File: config.mk
export PLATFORM = sky130hd
export DESIGN_NAME = lfsa_map
export DESIGN_NICKNAME = d
export VERILOG_FILES = /design/src/hdl/lfsa_map.sv
export SDC_FILE = /design/constraint.sdc
export NUM_CORES = 1
export LEC_CHECK = 0
export BUFFER_PORTS_ARGS = -buffer_cell sky130_fd_sc_hd__buf_2
export CAP_MARGIN = 20
export CORE_UTILIZATION = 55
export CTS_BUF_LIST = sky130_fd_sc_hd__clkbuf_4
export DETAILED_ROUTE_END_ITERATION = 8
export PLACE_DENSITY = 0.7
export REMOVE_ABC_BUFFERS = 1
export SETUP_SLACK_MARGIN = 0.02
export SYNTH_ARGS = -nofsm -noshare
export SYNTH_HDL_FRONTEND = slang
export SYNTH_SLANG_ARGS = --single-unit
File: constraint.sdc
create_clock -name clk_i -period 3 [get_ports clk_i]
set_input_delay 0.6 -clock clk_i [delete_from_list [all_inputs] [get_ports clk_i]]
set_output_delay 0.6 -clock clk_i [all_outputs]
set_load 0.01 [all_outputs]
File: src/hdl/lfsa_map.sv
// lfsa_map: one bit per slot, set while the slot is free
// single write port, one registered read port; no dependencies
module lfsa_map #(
  parameter int AW = 10
) (
  input  logic          clk_i,
  input  logic          we_i,
  input  logic [AW-1:0] waddr_i,
  input  logic          wdata_i,
  input  logic [AW-1:0] raddr_i,
  output logic          rdata_o
);
  logic mem [2**AW];
  logic rdata_q;

  // write then registered read
  always_ff @(posedge clk_i) begin
    if (we_i) begin
      mem[waddr_i] <= wdata_i;
    end
    rdata_q <= mem[raddr_i];
  end

  assign rdata_o = rdata_q;
endmodule

### Word level (Yosys, flattened, before mapping)

Memories as Yosys holds them, arrays and structs flattened. A register that Yosys moved wholly into a read port is not among the register bits.
Cells that the tools add are included.

| storage, ports and cells | value |
|---|---|
| bits in registers | 0 |
| input bits | 23 |
| RAM bits | 1024 |
| memories | 1 |
| output and inout bits | 1 |

Memory list:

| memory | depth | bits a word | rd ports | clocked after Yosys merged registers in | write ports | line | source |
|---|---|---|---|---|---|---|---|
| mem | 1024 | 1 | 1 | 1 | 1 | 13 | `logic mem [2**AW];` |

| cells by class | value |
|---|---|
| mux-type cells | 2 |

Operators with widths:

| kind | count |
|---|---|
| 2-to-1 mux 1 bit | 2 |

### Logic depth before layout (Yosys ltp)

| depth | value |
|---|---|
| depth after elaboration | 2 |
| gate-level depth with buffers | 15 |
| gate-level depth less buffers | 8 |

### Worst setup path before layout

Ideal clock, no wire load.

| path | value |
|---|---|
| kind | input-to-reg |
| start | in raddr_i[0] |
| end | reg rdata_q (netlist: rdata_o) (read register of mem) |
| library setup time | 137 ps |
| data arrival time | 2737 ps |
| slack | 126 ps |
| path buffers | 4 |
| required time | 2863 ps |
| stages on the path | 10 |
| path through | buf_6 > buf_12 > buf_12 > buf_2 > mux4_2 > mux4_2 > a211oi_1 > nor2_1 > o311ai_1 > o2111ai_1 |

RTL lines:

| item | line | source |
|---|---|---|
| from (decl) | 10 | `input logic [AW-1:0] raddr_i,` |
| to (decl) | 14 | `logic rdata_q;` |

==> metrics.cfg <==
[run_status]
status=completed

[placement]
gp_congestion=0.879
placedCellCount=4181
dp_slack_ps=-495
place_area_sq_mm=0.0475
io_buffers=23
hpwl_mm=73.2

[timing]
skew_ps=44.7
slew_viol_final=0
layout_setup_ws_ps=345
rsz0062_at_grt=false
max_freq_ghz=0.377
fin_crit_ps=2650
hold_ws_ps=126
hold_violations=0
setup_viol=0
slew_headroom_pct=44.7
tightest_slew_ps=829
period_share_pct=88.5

[detailed_routing]
ant_nets=0
drc=0
dr.first_iter.drc_count=4060
wire_per_inst_microns=26.9
firstDrtPassIters=6
vias_per_cell=6.27
routed_wl_mm=125
dr_total_vias=29100

[die]
rows=104
dieHeight_microns=287
fp.dieW_microns=287
coreArea_sq_mm=0.0804
die_area_sq_mm=0.0823
ios=24
initial_utilization_pct=55.5

[synthesis]
synth-seq-cells=1025
ys_seq_area_share_pct=68.9
synth_edf_count=1024
avgSynthCellArea_sq_um=14.3
synthFlopType=edfxtp_1
yosysWarnings=0
async_reset_ff_share_pct=0
synth_cells=3112
netlist_area_sq_mm=0.0447
synth_cell_type_count=56

[setup_path]
crit_buf_inv=1
crit_arrival_ps=3620
cp_cell_sequence=mux4_2 > mux4_2 > mux2i_1 > buf_4 > o21ai_0 > nor2_1 > nor3_1 > nor4_1 > o2111ai_1
critPathTopFamily=multiplexers
r2r_setup_slack_ps=350
cp.required_ps=3970
cp-start-kind=flip-flop
critPathCaptureType=flip-flop
critical_path.max_fanout=2
crit_top_cell=mux4_2
crit_type=reg -> reg
slowest_stage=mux4_2
cpPeakStageDelay_ps=490

[global_route]
antenna_found_initial=3
grt_usage_pct=30.8
grt_max_degree=162
first_global_vias=29400
grt_pass1_wl_mm=182
grt_overflow_total=0

[hold_path]
hp-class=in -> reg

[clock_tree]
numCtsBuffers=280
cts_sinks=1025
tritoncts=yes
h-tree-depth=5
insertion_delay_ps=1090
cts_resized=0
clock_path_buffers=4
cts_hold_buffers=8
cts.clk_slew.worst_paths_ps=80
post_cts_buffers=0
clk_root_buffer_cell=clkbuf_4

[cells_and_area]
final_common_cell=nor2_1
mostFrequentLayoutCells=nor2_1 (1036), edfxtp_1 (1024), clkbuf_4 (397), buf_4 (247), mux4_2 (200)
drive_gt1_share_pct=27.0
final_util_pct=63.2
syn2layout_area_growth_pct=13.8
num-nets-final=3434
final_cells=4633
design_area_sq_mm=0.0508

[power_and_ir_drop]
ir_worst_vdd_mv=0.354
p_leak_nw=16.1
internal_power_w=0.0227
p_seq_share_pct=53.8
power_switching_w=0.00659
powerDensity_mw_per_mm2=577
p_comb_share_pct=6.1
pwr-share-clk_pct=40.1
p_sw_share_pct=22.5

[job]
max_cap_violations=0

==> state kept, by name, summed over array words and instances, names as in the netlist <==
name / count
mem: 1024
rdata_o: 1
==> layout make-up <==
type                       count  area (sq um)
timing repair buffer         320          2920
inverter                       6          22.5
antenna                        5          12.5
clock buffer                 397          2980
tap                         1060          1330
multi-input combinational   1778         12600
clock inverter                42           244
fill                        5911         29600
sequential                  1025         30800
==> per-stage QoR <==
stage               setup TNS, ps  power (W)
CTS                             0     0.0294
global route                    0     0.0303
floorplan                       0     0.0167
global placement             -522     0.0178
detailed placement           -495     0.0178
finish                          0     0.0293
==> cells in the mapped netlist, types with 13 or more instances <==
cell      instances  area share (%)
nor2_1         1036             8.7
edfxtp_1       1024              69
mux4_2          200              10
clkbuf_1        186             1.6
mux2i_1         123             2.8
nand2_1          86            0.72
buf_1            57            0.48
o221ai_1         49            0.96
a21oi_1          37            0.41
nand3_1          37            0.41
nor3_1           37            0.41
o22ai_1          28            0.39
buf_2            19            0.21
buf_6            18            0.45
a22oi_1          17            0.29
mux4_1           14            0.82
buf_4            13            0.22
==> worst min-delay path, stage by stage <==
cell and delay (ps):
buf_2 140, nand3_1 80, buf_4 170, nor2_1 60
==> kinds of logic (layout without fill, tap and decap cells) <==
logic type	after synthesis	in the layout	synth area share (%)
AND/OR/NAND/NOR	1260	1260	11.2
flip-flops	1025	1025	68.9
other	0	5	0
multiplexers	340	340	13.7
AO/OA/AOI/OAI	178	178	2.83
buffers and inverters	309	765	3.30
==> power groups by stage <==
stage	registers (W)	logic (W)	clock network [W]
global placement	0.0161	0.00172	0
finish	0.0158	0.00179	0.0118
floorplan	0.0161	0.000664	0
CTS	0.0158	0.00177	0.0119
detailed placement	0.0161	0.00176	0
global route	0.0158	0.00187	0.0127
==> layer usage <==
metal	wire (microns)	GRT usage (%)	up-vias	share of wire, %
met1	45500	40.0	14700	37
met2	60600	49.8	1814	49
li1	-	-	12200	-
met3	13700	7.39	316	11
met4	4770	13.1	0	3.8
met5	0	0	-	0
==> final timing paths <==
path / startpoint / endpoint / cells after the start
worst max-delay path: mem[260] / rdata_o / 9
worst min-delay path: we_i / mem[640] / 4
worst min register to register: mem[618] / rdata_o / 6
worst max register to register: mem[260] / rdata_o / 9
No activity file was read; power rests on OpenSTA's default activity.
