### config.mk
export PLATFORM = sky130hd
export DESIGN_NAME = lfsa_cell
export DESIGN_NICKNAME = d
export VERILOG_FILES = /design/src/hdl/lfsa_pkg.sv /design/src/hdl/lfsa_cell.sv
export SDC_FILE = /design/constraint.sdc
export NUM_CORES = 1
export LEC_CHECK = 0
export BUFFER_PORTS_ARGS = -buffer_cell sky130_fd_sc_hd__clkbuf_2
export CAP_MARGIN = 0
export CORE_MARGIN = 5
export CORE_UTILIZATION = 29
export CTS_CLUSTER_DIAMETER = 60
export CTS_CLUSTER_SIZE = 24
export DETAILED_ROUTE_END_ITERATION = 8
export HOLD_SLACK_MARGIN = 0.05
export PLACE_DENSITY_LB_ADDON = 0.3
export SLEW_MARGIN = 20
export SYNTH_ARGS = -nofsm -noshare
export SYNTH_HDL_FRONTEND = slang
export SYNTH_SLANG_ARGS = --single-unit
export TNS_END_PERCENT = 100
### constraint.sdc
create_clock -name clk_i -period 1.6 [get_ports clk_i]
set_input_delay 0.32 -clock clk_i [delete_from_list [all_inputs] [get_ports clk_i]]
set_output_delay 0.32 -clock clk_i [all_outputs]
set_load 0.005 [all_outputs]
### src/hdl/lfsa_pkg.sv
// lfsa_pkg: shared types and codes of the lifo free list slot allocator
// holds request/response structs, action and status codes, cell control struct
// no dependencies
package lfsa_pkg;

  localparam logic [2:0] ACT_ALLOC   = 3'd0;
  localparam logic [2:0] ACT_ARANGE  = 3'd1;
  localparam logic [2:0] ACT_FREE    = 3'd2;
  localparam logic [2:0] ACT_FRANGE  = 3'd3;
  localparam logic [2:0] ACT_LOOKUP  = 3'd4;

  localparam logic [2:0] ST_OK      = 3'd0;
  localparam logic [2:0] ST_FULL    = 3'd1;
  localparam logic [2:0] ST_INVALID = 3'd2;
  localparam logic [2:0] ST_NORUN   = 3'd3;
  localparam logic [2:0] ST_RANGE   = 3'd4;
  localparam logic [2:0] ST_DOUBLE  = 3'd5;

  localparam logic [2:0] CFG_CAPACITY  = 3'd0;
  localparam logic [2:0] CFG_SLOT_SIZE = 3'd1;
  localparam logic [2:0] CFG_HOST_BASE = 3'd2;
  localparam logic [2:0] CFG_SHDR_BASE = 3'd3;
  localparam logic [2:0] CFG_SHDR_VIS  = 3'd4;

  typedef struct packed {
    logic [2:0]  action;
    logic [11:0] slot_index;
    logic        handle_valid;
    logic [10:0] slot_count;
  } lfsa_req_t;

  typedef struct packed {
    logic [2:0]  status;
    logic [9:0]  slot_out;
    logic [63:0] host_address;
    logic [63:0] shader_address;
    logic [10:0] used_count;
  } lfsa_rsp_t;

  // control shared by every cell of the stack chain
  typedef struct packed {
    logic reload;
    logic shift_dn;
    logic shift_up;
  } lfsa_cell_ctl_t;

endpackage

### src/hdl/lfsa_cell.sv
// lfsa_cell: one entry of the free slot stack chain
// depends on lfsa_pkg for the chain control struct
module lfsa_cell #(
  parameter int AW  = 10,
  parameter int IDX = 0
) (
  input  logic                    clk_i,
  input  logic                    rst_ni,
  input  lfsa_pkg::lfsa_cell_ctl_t ctl_i,
  input  logic [AW-1:0]           prev_i,
  input  logic [AW-1:0]           next_i,
  input  logic                    ins_i,
  input  logic [AW-1:0]           ins_val_i,
  output logic [AW-1:0]           val_o
);
  import lfsa_pkg::*;

  logic [AW-1:0] val_q, val_d;

  // reload puts the refill order back, insert beats the shift
  always_comb begin
    val_d = val_q;
    if (ctl_i.reload) begin
      val_d = AW'(IDX);
    end else if (ins_i) begin
      val_d = ins_val_i;
    end else if (ctl_i.shift_dn) begin
      val_d = prev_i;
    end else if (ctl_i.shift_up) begin
      val_d = next_i;
    end
  end

  always_ff @(posedge clk_i or negedge rst_ni) begin
    if (!rst_ni) begin
      val_q <= AW'(IDX);
    end else begin
      val_q <= val_d;
    end
  end

  assign val_o = val_q;
endmodule

# --- Word-level counts from Yosys, hierarchy flattened ---
# Index checks and enable logic that the tools add are counted.
# W data, S select, Z words.
word_totals:
  out_inout_bits: 10
  reg_bits: 10
  word_cells: 6
  inputBits: 36
classes:
  mux: 4
  n_reduce_logical: 1
op_table:
  columns: ["operator", "count"]
  rows:
  - ["$mux W10", 4]
  - ["$reduce_bool A4 Y1", 1]

# --- Depth between registers and ports, before layout ---
depth:
  word_depth: 4
  mapped_depth: 4
  mapped_depth_nobuf: 3

# --- Worst setup path after synthesis ---
# Ideal clock, no wire load.
synth_timing:
  path_kind: "input to register"
  startpoint: "input port ctl_i[1] (netlist name)"
  endpoint: "register val_q[8], in the netlist val_o[8]"
  path_stages: 4
  t_arrival_ns: 1.070
  path_slack_ns: 0.409
  cell_sequence: "buf_6 buf_6 a211o_1 a32o_1"
synth_via:
  elab_chain_len: 3
  word_cells_on_any_way: 4
  cone_classes: "mux: 3; reduce/logical: 1"
synth_lines:
  columns: ["item", "line_no", "rtl"]
  rows:
  - ["start: declaration", "lfsa_cell.sv:9", "input lfsa_pkg::lfsa_cell_ctl_t ctl_i,"]
  - ["$mux W10", "lfsa_cell.sv:27", "end else if (ctl_i.shift_dn) begin"]
  - ["$mux W10", "lfsa_cell.sv:25", "end else if (ins_i) begin"]
  - ["$mux W10", "lfsa_cell.sv:23", "if (ctl_i.reload) begin"]
  - ["end signal: assignment", "lfsa_cell.sv:36", "val_q <= AW'(IDX);"]
  - ["end signal: assignment", "lfsa_cell.sv:38", "val_q <= val_d;"]
  - ["end: declaration", "lfsa_cell.sv:18", "logic [AW-1:0] val_q, val_d;"]
# Several ways; a longest one is shown, not always the timed one.
# A chain may end at the register's enable or synchronous reset.

# --- Worst setup path in the final report ---
layout_timing:
  startpoint: "input port ctl_i[1] (netlist name)"
  endpoint: "register val_q[6], in the netlist val_o[6]"
# Same word-level chain as after synthesis.

==> metrics.md <==
| Metric | Value |
|---|---|
| Overall die height | `57.1 µm` |
| Synth warn | `0` |
| Setup CP Type | `in -> reg` |
| Worst skew pair latency | `0.26 ns` |
| Required time worst endpoint | `1.76 ns` |
| Critical Path AT | `between 1 and 1.5 ns` |
| CTS Buf Count | `3` |
| Worst-path fanout max | `13` |
| Final setup violation count | `0` |
| Multi-input gate area | `between 300 and 400 µm²` |
| Total congestion overflow | `0` |
| H-tree levels | `1` |
| Min-Delay Path Class | `in -> reg` |
| Setup crit start kind | `primary input` |
| Unrepaired setup endpoints after global routing | `no` |
| Post-synth EDFFs | `0` |
| Syn Inst Count | `57` |
| Max reg flops | `10` |
| Static Leak | `0.512 nW` |
| WL final | `1.85 mm` |
| DR iter-0 viols | `11` |
| Worst Skew | `0 ns` |
| Initial antenna violation count | `0` |
| Fmax | `855 MHz` |
| DP Wirelength | `1.49 mm` |
| Largest net degree at the start of global routing | `14` |
| Via-per-instance ratio | `4.74` |
| Least-Margin Pin Slew | `0.451 ns` |
| Via count of the routed design | `about 640` |
| R2R cell count | `1` |
| Hold Path Depth | `3` |
| # fillers | `239` |
| P&R area growth vs syn | `47.9%` |
| Synth Area per Inst | `between 10 and 15 µm²` |
| Wire per inst | `13.6 µm` |
| Seq/Total Area, Yosys | `38.9%` |
| Post-Syn Area | `643 µm²` |
| Core Area | `between 2000 and 2500 µm²` |
| Yosys top cell by area | `dfrtp_1` |
| Starting density of the core | `a little under 30%` |
| Antenna viol nets, final | `0` |
| Clock-pin slew on the worst setup and hold paths | `0.07 ns` |
| Final Cycle Share | `73.1%` |
| Most instantiated cells after synthesis | `a211o_1, dfrtp_1, nand2b_1, nor2b_1` |
| Core Rows | `17` |
| # IOs | `46` |
| Die area | `3260 µm²` |
| Pre-Repair DR Iteration Count | `4` |
| Max-Slew Margin vs Limit | `between 60% and 70%` |
| Die width | `57.1 µm` |
| Root Buffer Master | `clkbuf_4` |
| Top cells by area, synth | `dfrtp_1, a211o_1, nand2b_1, a32o_2, a32o_1` |
| First-pass GRT wire length | `3.01 mm` |
| Final hold violations | `0` |
| Net Count, Synth | `93` |
| Peak VDD IR | `0.000369 V` |
| Clock Sinks | `10` |
| Worst setup EP type | `register` |
| Clock Tree Buf Depth | `2` |
| Vias in the first global route | `699` |
| Overall Power | `0.629 mW` |
| DRC | `0` |
| Pwr dens | `between 600 and 700 nW/µm²` |
| TritonCTS clock tree | `done` |
| Layout Utilization | `between 40% and 50%` |
| Worst hold slack | `0.395 ns` |
| Fraction of registers with async set/reset | `100%` |
| Final worst path period need | `about 1.2 ns` |
| Status | `completed` |
| Layout cell share with drive strength beyond 1 | `59.3%` |
| PortBufs | `45` |
| Sum of negative setup slack | `0 ns` |
| Synth top area share | `approximately two fifths` |
| Max-cap violations | `0` |
| # resized after CTS | `0` |
| Final #Nets | `146` |
| Primary FF master, synth | `dfrtp_1` |
| Gpl congestion | `0.675` |
| Netlist cell types | `12` |
| Antenna diode count | `0` |
| Max Slew Vio Count | `0` |
| Register bit total from synthesis | `10` |
| Register Area | `250 µm²` |
| GRT Util Overall | `12.0%` |
## cell families (layout without fill, tap and decap cells)
family	count (synthesis)	count (layout)	share of synthesized area, %
AND/OR/NAND/NOR	23	23	26.3
flip-flops	10	10	38.9
buffers and inverters	4	55	4.67
AO/OA/AOI/OAI	20	20	30.2
## cell usage in the layout (no fill, tap or decap)
master          n
dlygate4sd3_1   1
buf_4           6
and2b_4         3
a211o_1        10
dfrtp_1        10
nor2_2          1
a32o_1          5
clkbuf_2       45
nor2b_1         7
nor3_1          1
nor4_4          1
nand2b_1       10
a32o_2          5
clkbuf_4        3
## stage by stage
stage | std cells | cell area (µm²) | setup WS, ns
2_1_floorplan | 57 | 643 | 0.409
3_3_place_gp | 132 | 918 | 0.196
3_5_place_dp | 132 | 918 | 0.155
4_1_cts | 136 | 951 | 0.448
5_1_grt | 136 | 951 | 0.371
6_report | 136 | 951 | 0.430
## final timing paths
path / from / end / slack (ns)
hold reg to reg: val_o[8] / val_o[8] / 0.50
setup / recovery: ctl_i[1] / val_o[6] / 0.43
hold / removal: ins_val_i[6] / val_o[6] / 0.40
setup reg to reg: val_o[0] / val_o[0] / 0.87
max in group asynchronous: rst_ni / val_o[5] / 0.94
min in group asynchronous: rst_ni / val_o[2] / 0.45
## report_power, final
group,internal (mW),switching (mW)
logic,0.100,0.0689
registers,0.273,0.0109
clock network,0.0869,0.0897
## layout make-up
cell class / instances / share of cell area, %
timing repair buffer: 52 / 29.5
clock buffer: 3 / 2.37
multi-input combinational: 43 / 38.2
tap: 28 / 3.68
sequential: 10 / 26.3
## critical path: stages
cell	delay, ns
clkbuf_2	0.18
buf_4	0.23
nor2b_1	0.06
a211o_1	0.27
a32o_2	0.26
## repair_timing
| action | in CTS | in global routing |
|---|---|---|
| hold endpoints to repair | 10 | 0 |
| setup buffers | 0 | 0 |
| hold buffers | 1 | 0 |
## layer usage
metal | GRT usage (%) | vias to the layer above | part of all wire (%)
li1 | - | 322 | -
met1 | 15.1 | 296 | 46
met2 | 18.3 | 24 | 46
met3 | 3.85 | 2 | 7.6
met4 | 5.96 | 0 | 0.54
met5 | 0 | - | 0
Note: power is estimated with default switching activity, not from simulation.
